File: config.mk
export PLATFORM = sky130hd
export DESIGN_NAME = key_set_table
export DESIGN_NICKNAME = d
export VERILOG_FILES = /design/src/rtl/kst_pkg.sv /design/src/rtl/kst_cell.sv /design/src/rtl/key_set_table.sv
export VERILOG_INCLUDE_DIRS = /design/src /design/src/rtl
export SDC_FILE = /design/constraint.sdc
export NUM_CORES = 2
export LEC_CHECK = 0
export BUFFER_PORTS_ARGS = -buffer_cell sky130_fd_sc_hd__buf_4
export CAP_MARGIN = 0
export CORE_ASPECT_RATIO = 1.2
export CORE_MARGIN = 2
export CORE_UTILIZATION = 63
export DETAILED_ROUTE_END_ITERATION = 10
export PLACE_DENSITY_LB_ADDON = 0.1
export SYNTH_ARGS = -nofsm -noshare
export SYNTH_HDL_FRONTEND = slang
export SYNTH_SLANG_ARGS = --single-unit
File: constraint.sdc
create_clock -name clk -period 5.5 [get_ports clk]
set_input_delay 0.55 -clock clk [delete_from_list [all_inputs] [get_ports clk]]
set_output_delay 0.55 -clock clk [all_outputs]
set_load 0.01 [all_outputs]
File: src/rtl/key_set_table_assert.svh
// Assertion macros for the key set table.
// Include by bare file name; expects clk and rst in scope.
`ifndef KEY_SET_TABLE_ASSERT_SVH
`define KEY_SET_TABLE_ASSERT_SVH

// Same-cycle implication, off during reset
`define KST_ASSERT_NOW(lbl, a, c) \
  lbl: assert property (@(posedge clk) disable iff (rst) (a) |-> (c)) \
    else $error("key_set_table: same-cycle check failed");

// Next-cycle implication, off during reset
`define KST_ASSERT_NEXT(lbl, a, c) \
  lbl: assert property (@(posedge clk) disable iff (rst) (a) |=> (c)) \
    else $error("key_set_table: next-cycle check failed");

`endif

File: src/rtl/kst_pkg.sv
// Shared types and constants for the key set table.
// Used by kst_cell and key_set_table; no dependencies.
package kst_pkg;

  localparam int KEY_W      = 64;
  localparam int KEY_BYTES  = 8;
  localparam int FUNC_W     = 3;
  localparam int STATUS_W   = 2;
  localparam int CNT_OUT_W  = 5;
  localparam int S_DATA_W   = 64;
  localparam int S_USER_W   = 3;
  localparam int M_DATA_W   = 80;
  localparam int M_USED_W   = CNT_OUT_W + KEY_W + CNT_OUT_W;
  localparam int M_USER_W   = 3;

  typedef enum logic [FUNC_W-1:0] {
    FN_ADD   = 3'd0,
    FN_DEL   = 3'd1,
    FN_CLR   = 3'd2,
    FN_ISECT = 3'd3,
    FN_DIFF  = 3'd4
  } func_t;

  localparam logic [STATUS_W-1:0] ST_OK        = 2'd0;
  localparam logic [STATUS_W-1:0] ST_FULL      = 2'd1;
  localparam logic [STATUS_W-1:0] ST_NOT_FOUND = 2'd2;

  typedef struct packed {
    logic scan;
    logic add;
    logic del;
    logic clr;
  } cell_cmd_t;

endpackage

File: src/rtl/kst_cell.sv
// One slot of the key set table: stored key, occupancy, scan prefix and count.
// Depends on kst_pkg; chained by key_set_table.
module kst_cell
  import kst_pkg::*;
#(
  parameter int CNT_W = 5
) (
  input  logic             clk,
  input  logic             rst,
  input  cell_cmd_t        cmd,
  input  logic [KEY_W-1:0] key,
  input  logic [KEY_W-1:0] up_entry,
  input  logic             up_occ,
  input  logic             low_occ,
  input  logic             pre_in,
  input  logic [CNT_W-1:0] cnt_in,
  output logic [KEY_W-1:0] entry,
  output logic             occ,
  output logic             pre,
  output logic [CNT_W-1:0] cnt
);

  logic match;
  logic take_key;
  logic take_up;

  assign match    = occ && (entry == key);
  assign take_key = cmd.add && !occ && low_occ;
  assign take_up  = cmd.del && pre;

  always_ff @(posedge clk) begin
    if (rst) begin
      occ <= 1'b0;
      pre <= 1'b0;
      cnt <= '0;
    end else begin
      if (cmd.scan) begin
        pre <= pre_in | match;
        cnt <= cnt_in + CNT_W'(match);
      end
      if (cmd.clr) begin
        occ <= 1'b0;
      end else if (take_key) begin
        occ <= 1'b1;
      end else if (take_up) begin
        occ <= up_occ;
      end
    end
  end

  always_ff @(posedge clk) begin
    if (take_key) begin
      entry <= key;
    end else if (take_up) begin
      entry <= up_entry;
    end
  end

endmodule

File: src/rtl/key_set_table.sv
// Key set table top level: stream ports, sequencer and the chain of kst_cell slots.
// Depends on kst_pkg, kst_cell and key_set_table_assert.svh.
//
//  channel  dir  tdata                                  tuser
//  s_*      in   [63:0] key                             [2:0] func
//  m_*      out  [4:0] match_count, [68:5] out_key,     [1:0] status, [2] emit
//                [73:69] fill_level
//
// Each beat is accepted in IDLE, ripples the match prefix and count through
// the cell chain in SCAN, then updates the table and loads the output register
// in DONE. The next beat is taken once the output is loaded.
// rst clears the table at once. A stalled output holds the table update.
module key_set_table
  import kst_pkg::*;
#(
  parameter int DEPTH = 16
) (
  input  logic                clk,
  input  logic                rst,
  input  logic                s_tvalid,
  output logic                s_tready,
  input  logic [S_DATA_W-1:0] s_tdata,   // [63:0] key
  input  logic [S_USER_W-1:0] s_tuser,   // [2:0] func
  output logic                m_tvalid,
  input  logic                m_tready,
  output logic [M_DATA_W-1:0] m_tdata,   // [4:0] match_count, [68:5] out_key, [73:69] fill_level
  output logic [M_USER_W-1:0] m_tuser    // [1:0] status, [2] emit
);

  localparam int CW = $clog2(DEPTH + 1);
  localparam int SW = $clog2(DEPTH);

  typedef enum logic [1:0] {IDLE, SCAN, DONE} state_t;

  state_t              state;
  logic [SW-1:0]       scan_cnt;
  logic [FUNC_W-1:0]   func_r;
  logic [KEY_W-1:0]    key_r;
  logic [CW-1:0]       count;
  logic [CW-1:0]       count_next;

  cell_cmd_t           cmd;
  logic                apply;
  logic                full;
  logic                found;
  logic [CW-1:0]       hit_total;
  logic [STATUS_W-1:0] status;
  logic                emit;
  logic [CNT_OUT_W-1:0] match5;
  logic [CNT_OUT_W-1:0] fill5;
  logic [CW+CNT_OUT_W-1:0] match_ext;
  logic [CW+CNT_OUT_W-1:0] fill_ext;

  logic [KEY_W-1:0]    entry_vec [DEPTH];
  logic [DEPTH-1:0]    occ_vec;
  logic [DEPTH-1:0]    pre_vec;
  logic [CW-1:0]       cnt_vec   [DEPTH];

  function automatic logic [KEY_W-1:0] normalize(input logic [KEY_W-1:0] k);
    logic [KEY_W-1:0] r;
    logic             live;
    r    = '0;
    live = 1'b1;
    for (int i = 0; i < KEY_BYTES; i++) begin
      if (k[8*i +: 8] == 8'd0) begin
        live = 1'b0;
      end
      if (live) begin
        r[8*i +: 8] = k[8*i +: 8];
      end
    end
    return r;
  endfunction

  assign s_tready  = (state == IDLE) && !rst;
  assign apply     = (state == DONE) && (!m_tvalid || m_tready);
  assign full      = (count == CW'(DEPTH));
  assign found     = pre_vec[DEPTH-1];
  assign hit_total = cnt_vec[DEPTH-1];

  always_comb begin
    cmd        = '0;
    cmd.scan   = (state == SCAN);
    status     = ST_OK;
    emit       = 1'b0;
    count_next = count;
    case (func_r)
      FN_ADD: begin
        if (full) begin
          status = ST_FULL;
        end else begin
          cmd.add    = apply;
          count_next = count + 1'b1;
        end
      end
      FN_DEL: begin
        if (!found) begin
          status = ST_NOT_FOUND;
        end else begin
          cmd.del    = apply;
          count_next = count - 1'b1;
        end
      end
      FN_CLR: begin
        cmd.clr    = apply;
        count_next = '0;
      end
      FN_ISECT: emit = (hit_total != '0);
      FN_DIFF:  emit = (hit_total == '0);
      default: begin
        emit = 1'b0;
      end
    endcase
  end

  assign match_ext = {{CNT_OUT_W{1'b0}}, hit_total};
  assign fill_ext  = {{CNT_OUT_W{1'b0}}, count_next};
  assign match5    = match_ext[CNT_OUT_W-1:0];
  assign fill5     = fill_ext[CNT_OUT_W-1:0];

  for (genvar i = 0; i < DEPTH; i++) begin : g_cell
    logic [KEY_W-1:0] up_entry;
    logic             up_occ;
    logic             low_occ;
    logic             pre_in;
    logic [CW-1:0]    cnt_in;

    if (i == DEPTH - 1) begin : g_top
      assign up_entry = '0;
      assign up_occ   = 1'b0;
    end else begin : g_mid
      assign up_entry = entry_vec[i+1];
      assign up_occ   = occ_vec[i+1];
    end

    if (i == 0) begin : g_bot
      assign low_occ = 1'b1;
      assign pre_in  = 1'b0;
      assign cnt_in  = '0;
    end else begin : g_rest
      assign low_occ = occ_vec[i-1];
      assign pre_in  = pre_vec[i-1];
      assign cnt_in  = cnt_vec[i-1];
    end

    kst_cell #(
      .CNT_W (CW)
    ) u_cell (
      .clk      (clk),
      .rst      (rst),
      .cmd      (cmd),
      .key      (key_r),
      .up_entry (up_entry),
      .up_occ   (up_occ),
      .low_occ  (low_occ),
      .pre_in   (pre_in),
      .cnt_in   (cnt_in),
      .entry    (entry_vec[i]),
      .occ      (occ_vec[i]),
      .pre      (pre_vec[i]),
      .cnt      (cnt_vec[i])
    );
  end

  always_ff @(posedge clk) begin
    if (rst) begin
      state    <= IDLE;
      scan_cnt <= '0;
      count    <= '0;
      m_tvalid <= 1'b0;
    end else begin
      if (apply) begin
        m_tvalid <= 1'b1;
      end else if (m_tvalid && m_tready) begin
        m_tvalid <= 1'b0;
      end
      case (state)
        IDLE: begin
          if (s_tvalid) begin
            state    <= SCAN;
            scan_cnt <= '0;
          end
        end
        SCAN: begin
          scan_cnt <= scan_cnt + 1'b1;
          if (scan_cnt == SW'(DEPTH - 1)) begin
            state <= DONE;
          end
        end
        DONE: begin
          if (apply) begin
            state <= IDLE;
            count <= count_next;
          end
        end
        default: begin
          state <= IDLE;
        end
      endcase
    end
  end

  always_ff @(posedge clk) begin
    if (s_tvalid && s_tready) begin
      func_r <= s_tuser[FUNC_W-1:0];
      key_r  <= normalize(s_tdata[KEY_W-1:0]);
    end
    if (apply) begin
      m_tdata <= {{(M_DATA_W - M_USED_W){1'b0}}, fill5, key_r, match5};
      m_tuser <= {emit, status};
    end
  end

  `include "key_set_table_assert.svh"

  `KST_ASSERT_NOW(a_occ_count, 1'b1, ($countones(occ_vec) == 32'(count)))
  `KST_ASSERT_NOW(a_occ_packed, 1'b1, (((occ_vec + 1'b1) & occ_vec) == '0))
  `KST_ASSERT_NEXT(a_del_shrinks, (cmd.del), (count == $past(count) - 1'b1))

endmodule

## Yosys cells after proc, flatten, opt, wreduce, memory -nomap -nowiden

Cells that the tools add are included.

| word-level totals | value |
|---|---|
| flip-flop bits (word level) | 1287 |
| bits of input ports | 71 |

| cells by class | value |
|---|---|
| $add $sub $neg | 18 |
| eq/ne operators | 27 |
| multiplexer cells | 100 |
| bitwise gates (word level) | 15 |
| reduce and logical (&&, ||, !) cells | 120 |

Operators by type and width:

| operator | number |
|---|---|
| 2-to-1 mux 64 bit | 32 |
| == test 64 bit | 16 |
| adder 5 x 1 -> 5 bit | 14 |
| logical AND 1 bit | 67 |
| zero test 8 bit | 8 |
| 2-to-1 mux 1 bit | 56 |
| nonzero test 2 bit | 18 |
| zero test 1 bit | 18 |
| bitwise OR 1 bit | 15 |
| case mux 5 bit (3 select lines) | 1 |
| 2-to-1 mux 5 bit | 2 |
| 2-to-1 mux 2 bit | 4 |
| case mux 4 bit (2 select lines) | 1 |
| == test 3 x 2 -> 1 bit (second input constant) | 2 |
| case mux 2 bit (3 select lines) | 1 |
| adder 5 x 1 -> 5 bit (second input constant) | 1 |
| == test 5 bit (second input constant) | 1 |
| zero test 5 bit | 1 |
| nonzero test 5 bit | 1 |
| subtractor 5 x 1 -> 5 bit (second input constant) | 1 |
| adder 4 x 1 -> 4 bit (second input constant) | 1 |
| == test 4 bit (second input constant) | 1 |
| 2-to-1 mux 4 bit | 1 |
| != test 2 bit (second input constant) | 2 |
| other kinds (14) | 15 |

## Longest topological paths before layout

| depth | value |
|---|---|
| depth after elaboration | 18 |
| gate-level depth with buffers | 12 |
| depth with buffers taken out | 10 |

## By module

Synthesis repeated with hierarchy kept, for this count alone.

| unflattened totals | value |
|---|---|
| cell total of the unflattened synthesis | 4683 |
| area total of the unflattened synthesis | 65292.6 sq um |

By module, submodules not included:

| module | instances | cells an instance | area each (sq um) | seq. area each (sq um) |
|---|---|---|---|---|
| kst_cell (g_cell[0].u_cell ...) | 13 | 269 | 3709.8 | 2062.0 |
| kst_cell (g_cell[7].u_cell ...) | 3 | 265 | 3704.8 | 2062.0 |
| key_set_table | 1 | 391 | 5950.7 | 4564.4 |

## Worst setup path before layout

Ideal clock, no wire load.

| path | value |
|---|---|
| path kind | input-to-reg |
| start point | input port m_tready |
| end point | register g_cell[14].u_cell.entry[0] (enable) |
| setup time | 0.423 ns |
| data arrival time | 4.091 ns |
| data required time | 5.077 ns |
| setup slack | 0.985 ns |
| cell stages on the path | 10 |
| cells stage by stage | nand2b_1 nand2_2 inv_2 and3_1 buf_2 buf_4 nand3b_1 buf_2 clkbuf_1 nand2_1 |

| between the ends | value |
|---|---|
| cells in the longest elaborated chain, start to end | 7 |
| elaborated cells on any way between the ends | 10 |

RTL lines:

| element | line | source |
|---|---|---|
| start, declared | key_set_table.sv:25 | `input logic m_tready,` |
| logical OR 1 bit * | key_set_table.sv:76 | `assign apply = (state == DONE) && (!m_tvalid \|\| m_tready);` |
| logical AND 1 bit * | key_set_table.sv:76 |  |
| via apply | key_set_table.sv:43 | `logic apply;` |
| 2-to-1 mux 1 bit | key_set_table.sv:89 | `if (full) begin` |
| 2-to-1 mux 1 bit | key_set_table.sv:87 | `case (func_r)` |
| logical AND 1 bit (2 in series) | kst_cell.sv:28 | `assign take_key = cmd.add && !occ && low_occ;` |
| nonzero test 2 bit (no line) * | -- |  |
| end signal, assigned | kst_cell.sv:53 | `entry <= key;` |
| end signal, assigned | kst_cell.sv:55 | `entry <= up_entry;` |
| end, declared | kst_cell.sv:17 | `output logic [KEY_W-1:0] entry,` |

Mark *: on every way through the listed nets, which the timed path passes. The rest lies on a longest branch.
A chain may end at the register's enable or synchronous reset.

## Worst setup path after layout

| path | value |
|---|---|
| start point | register key_r[30] |
| end point | register g_cell[12].u_cell.cnt[4] |

| between the ends | value |
|---|---|
| cells in the longest elaborated chain, start to end | 3 |

RTL lines:

| element | line | source |
|---|---|---|
| start, declared | key_set_table.sv:38 | `logic [KEY_W-1:0] key_r;` |
| start signal, assigned | key_set_table.sv:206 | `key_r <= normalize(s_tdata[KEY_W-1:0]);` |
| == test 64 bit | kst_cell.sv:27 | `assign match = occ && (entry == key);` |
| logical AND 1 bit | kst_cell.sv:27 |  |
| adder 5 x 1 -> 5 bit | kst_cell.sv:39 | `cnt <= cnt_in + CNT_W'(match);` |
| end signal, assigned | kst_cell.sv:39 |  |
| end, declared | kst_cell.sv:20 | `output logic [CNT_W-1:0] cnt` |

No other way between the ends.

==> run summary <==
- false — unrepaired setup endpoints after global routing
- key_r[6]$_SDFFCE_PN0P_ — hold worst-path end
- 24300 um2 — area occupied by multi-input gates
- 0.82 ns — setup slack, reg-to-reg
- 12.6% — proportion of layout cells with a drive suffix above 1
- 0.336 mV — highest ir drop seen on vdd
- 104000 um2 — Die Area
- clkbuf_16 — clock root buffer
- 63900 um2 — Mapped Area
- 0 — final routed DRC violation total
- 3 — deepest clock path buffer count
- 0% — Async S/R FF share, synth
- g_cell[12].u_cell.cnt[4]$_SDFFE_PP0P_ — r2r endpoint
- 63.2% — starting density of the core
- 156 — I/O pin count
- 37300 um2 — sequential cell area
- 291 nW/um2 — cell area power density
- 0 ns — setup TNS
- 0 — global route overflow
- 71000 um2 — final non-filler cell area
- 26.0 nW — leakage power figure
- 4 — H-tree lvl count
- edfxtp_1, nand2_1, xor2_1 — most frequent cells after synthesis
- 1 — max-cap viol count
- 0 — post-CTS setup repair buffer count
- 58.4% — share of the yosys chip area belonging to registers
- 101000 um2 — core region area
- 0.79 ns — Clock Latency Late Sink
- 1168 — number of flops mapped to enable cells by yosys
- 7360 — number of inserted filler cells in the final layout
- register to register — type of the setup path with the least slack
- inv_1 -> o2bb2ai_1 -> nor4_1 -> nand3_1 -> nor4_2 -> buf_4 -> ha_1 -> ha_1 -> nand3_1 -> xor2_1 -> a211oi_1 — cell-by-cell listing of the critical path
- 149 — IO Port Bufs
- 45500 — via count of the first global-routing pass
- s_tdata[6] — Min-Delay Startpoint
- 6.19 ns — required time reported for the critical path endpoint
- 69 — library cells used by synthesis
- edfxtp_1 — top-count cell post-synth
- 128 — Core Rows
- 134 — Inserted Clock Buffers
- yes — clock tree from TritonCTS
- 5.37 ns — data arrival at the endpoint of the critical path
- 11 — number of cells traversed by the worst register-to-register path
- capacitance limit, slew limit — violations in the final reports
- key_r[30]$_SDFFCE_PN0P_ — startpoint of the worst-slack reg-to-reg timing path
- 37.4 um — WL per Instance
- register — Startpoint Class
- 214 MHz — fmax
- 7 — 1st-pass router iterations
- -4.17% — worst relative slew slack
- inv_1 — library cell contributing the largest single delay on the critical path
- input pin to register — type of the most critical hold path
- 0 — hold violation count in the final report
- 20.7 mW — Power Total
- 0 — CTS resizes
- 1281 — total of flip-flops plus latches after synthesis
- 20 — number of antenna violations at the first check in global routing
- 353 um — height of the die
- 0 — final count of negative-setup-slack endpoints
- 264000 um — final WL
- 0.92 ns — worst stage delay on the critical path
- 0.06 ns — clock-pin transition on the worst setup and hold timing paths
- 50.9% — GR Util All Layers
- edfxtp_1, xor2_1, xnor2_1 — leading cell types by total area after synthesis
- 11.1% — area growth from synthesis to final layout
- 54.9% — area share of the leading cell type in the synthesized netlist
- 0.0304 ns — setup clock skew after layout
- 360000 um — first-pass GRT wire length
- 2 — Final Max Tran Viols
- 11.5 um2 — post-synthesis average cell area
- 85.1% — final period utilization
- 0 — DRT antenna net count
- 66700 um2 — total placed instance area
- edfxtp_1 — most area-hungry cell type in the Yosys netlist
- 1 — hold depth
- 1281 — Clock Sinks
- edfxtp_1 — Post-synth top flop
- 12 — maximum fanout encountered on the critical timing path
- 295 um — die outline width
- 5689 — Post-layout nets
- finished, violations left — run status
- 6.90 — via/cell ratio
- 8201 — count of routing violations after the opening detailed-route iteration
- register — sort of element at the end of the critical path
- 5554 — synthesized instance count
- 188000 um — dpl hpwl
- 111 — largest net degree at the start of global routing
- 1.11 — weighted congestion at the end of routability-driven global placement
- 1.52 ns — Worst-Margin Slew
- 4.68 ns — Period minus WS final
- 5 — hold buffers post-CTS
- 48700 — via count of the routed design
- 0 — number of warnings issued by yosys
[how the worst max path moves through the flow]
stage / from / end / slack, ns / depth (start not counted)
3_3_place_gp: key_r[30]$_SDFFCE_PN0P_ / g_cell[12].u_cell.cnt[4]$_SDFFE_PP0P_ / 1.16 / 11
2_1_floorplan: m_tready / g_cell[14].u_cell.entry[0]$_DFFE_PP_ / 0.99 / 10
6_report: key_r[30]$_SDFFCE_PN0P_ / g_cell[12].u_cell.cnt[4]$_SDFFE_PP0P_ / 0.82 / 11
4_1_cts: key_r[30]$_SDFFCE_PN0P_ / g_cell[12].u_cell.cnt[4]$_SDFFE_PP0P_ / 1.06 / 11
5_1_grt: key_r[30]$_SDFFCE_PN0P_ / g_cell[8].u_cell.cnt[4]$_SDFFE_PP0P_ / 0.92 / 11
3_5_place_dp: key_r[30]$_SDFFCE_PN0P_ / g_cell[12].u_cell.cnt[4]$_SDFFE_PP0P_ / 1.07 / 11
[layout by cell type, fill, tap and decap left out, types with 15 or more instances in the layout]
master and count:
nor4_1 167, nand2_1 832, o2111ai_1 15, o21ai_1 413
edfxtp_1 1168, nor2b_1 31, inv_1 71, clkinv_2 18
xnor2_1 394, a22o_1 16, clkbuf_1 32, dfxtp_1 113
nand2_2 16, nand2b_1 28, nand3_1 50, clkinv_1 30
mux2i_1 17, buf_12 26, clkbuf_16 140, xor2_1 491
o21ai_0 261, inv_2 16, ha_1 33, nor2_1 91
nand4_1 113, and2_1 113, mux2_2 128, a211oi_1 38
buf_4 340, a21oi_1 62, a221oi_1 15, mux2_1 153
o22ai_1 39, o2bb2ai_1 22
[per-layer routing]
metal	share of wire, %	vias up	global-route usage [%]	wire, um
met3	14	1219	15.4	36000
met1	32	23500	60.9	84500
li1	-	19900	-	-
met2	42	4063	71.9	110000
met5	0.038	-	0.230	100
met4	13	16	50.4	33800
[power breakdown]
| part | internal, mW | switching [mW] |
|---|---|---|
| Sequential | 10.5 | 0.106 |
| Combinational | 0.287 | 0.750 |
| Clock | 5.11 | 3.89 |
[worst max-delay path: cells and delay by family, from the launching register on]
family / cells / cell delay, ns
buf+inv: 2 / 1.15
xor+xnor: 1 / 0.15
fa+ha+maj: 2 / 0.37
simple gates: 4 / 1.70
compound gates: 2 / 0.32
flops: 1 / 0.87
[area by class of cell]
cell class,instances,share of cell area (%)
inverter,92,0.488
clock inverter,56,0.687
sequential,1281,52.6
clock buffer,177,5.18
timing repair buffer,371,4.40
multi-input combinational,3705,34.2
tap,1365,2.41
antenna,10,0.0352
[stage by stage]
step / worst slack, ns / util, % / hold slack (ns) / cells
finish: 0.821 / 70.3 / 0.0415 / 7057
global route: 0.923 / 70.2 / 0.0144 / 7048
CTS: 1.06 / 70.2 / 0.0155 / 7046
detailed placement: 1.07 / 66.0 / 0.457 / 6808
global placement: 1.16 / 66.0 / 0.442 / 6808
floorplan: 0.985 / - / 0.421 / 5559
[flip-flops by register name (all words and copies together) (netlist names)]
register and flops:
g_cell.u_cell.entry 1024, m_tdata 74, g_cell.u_cell.cnt 69, key_r 64
g_cell.u_cell.occ 16, g_cell.u_cell.pre 16, count 5, scan_cnt 4
func_r 3, m_tuser 3, state 2, m_tvalid 1
[cell families after synthesis]
family / after synthesis / synth area share (%)
AO/OA/AOI/OAI: 960 / 8.59
flip-flops: 1281 / 58.4
multiplexers: 298 / 5.22
other: 1 / 0.00587
XOR/XNOR: 885 / 12.1
AND/OR/NAND/NOR: 1523 / 11.2
buffers and inverters: 573 / 3.74
adder cells (fa/ha/maj): 33 / 0.646
(Power assumes the default switching activity.)
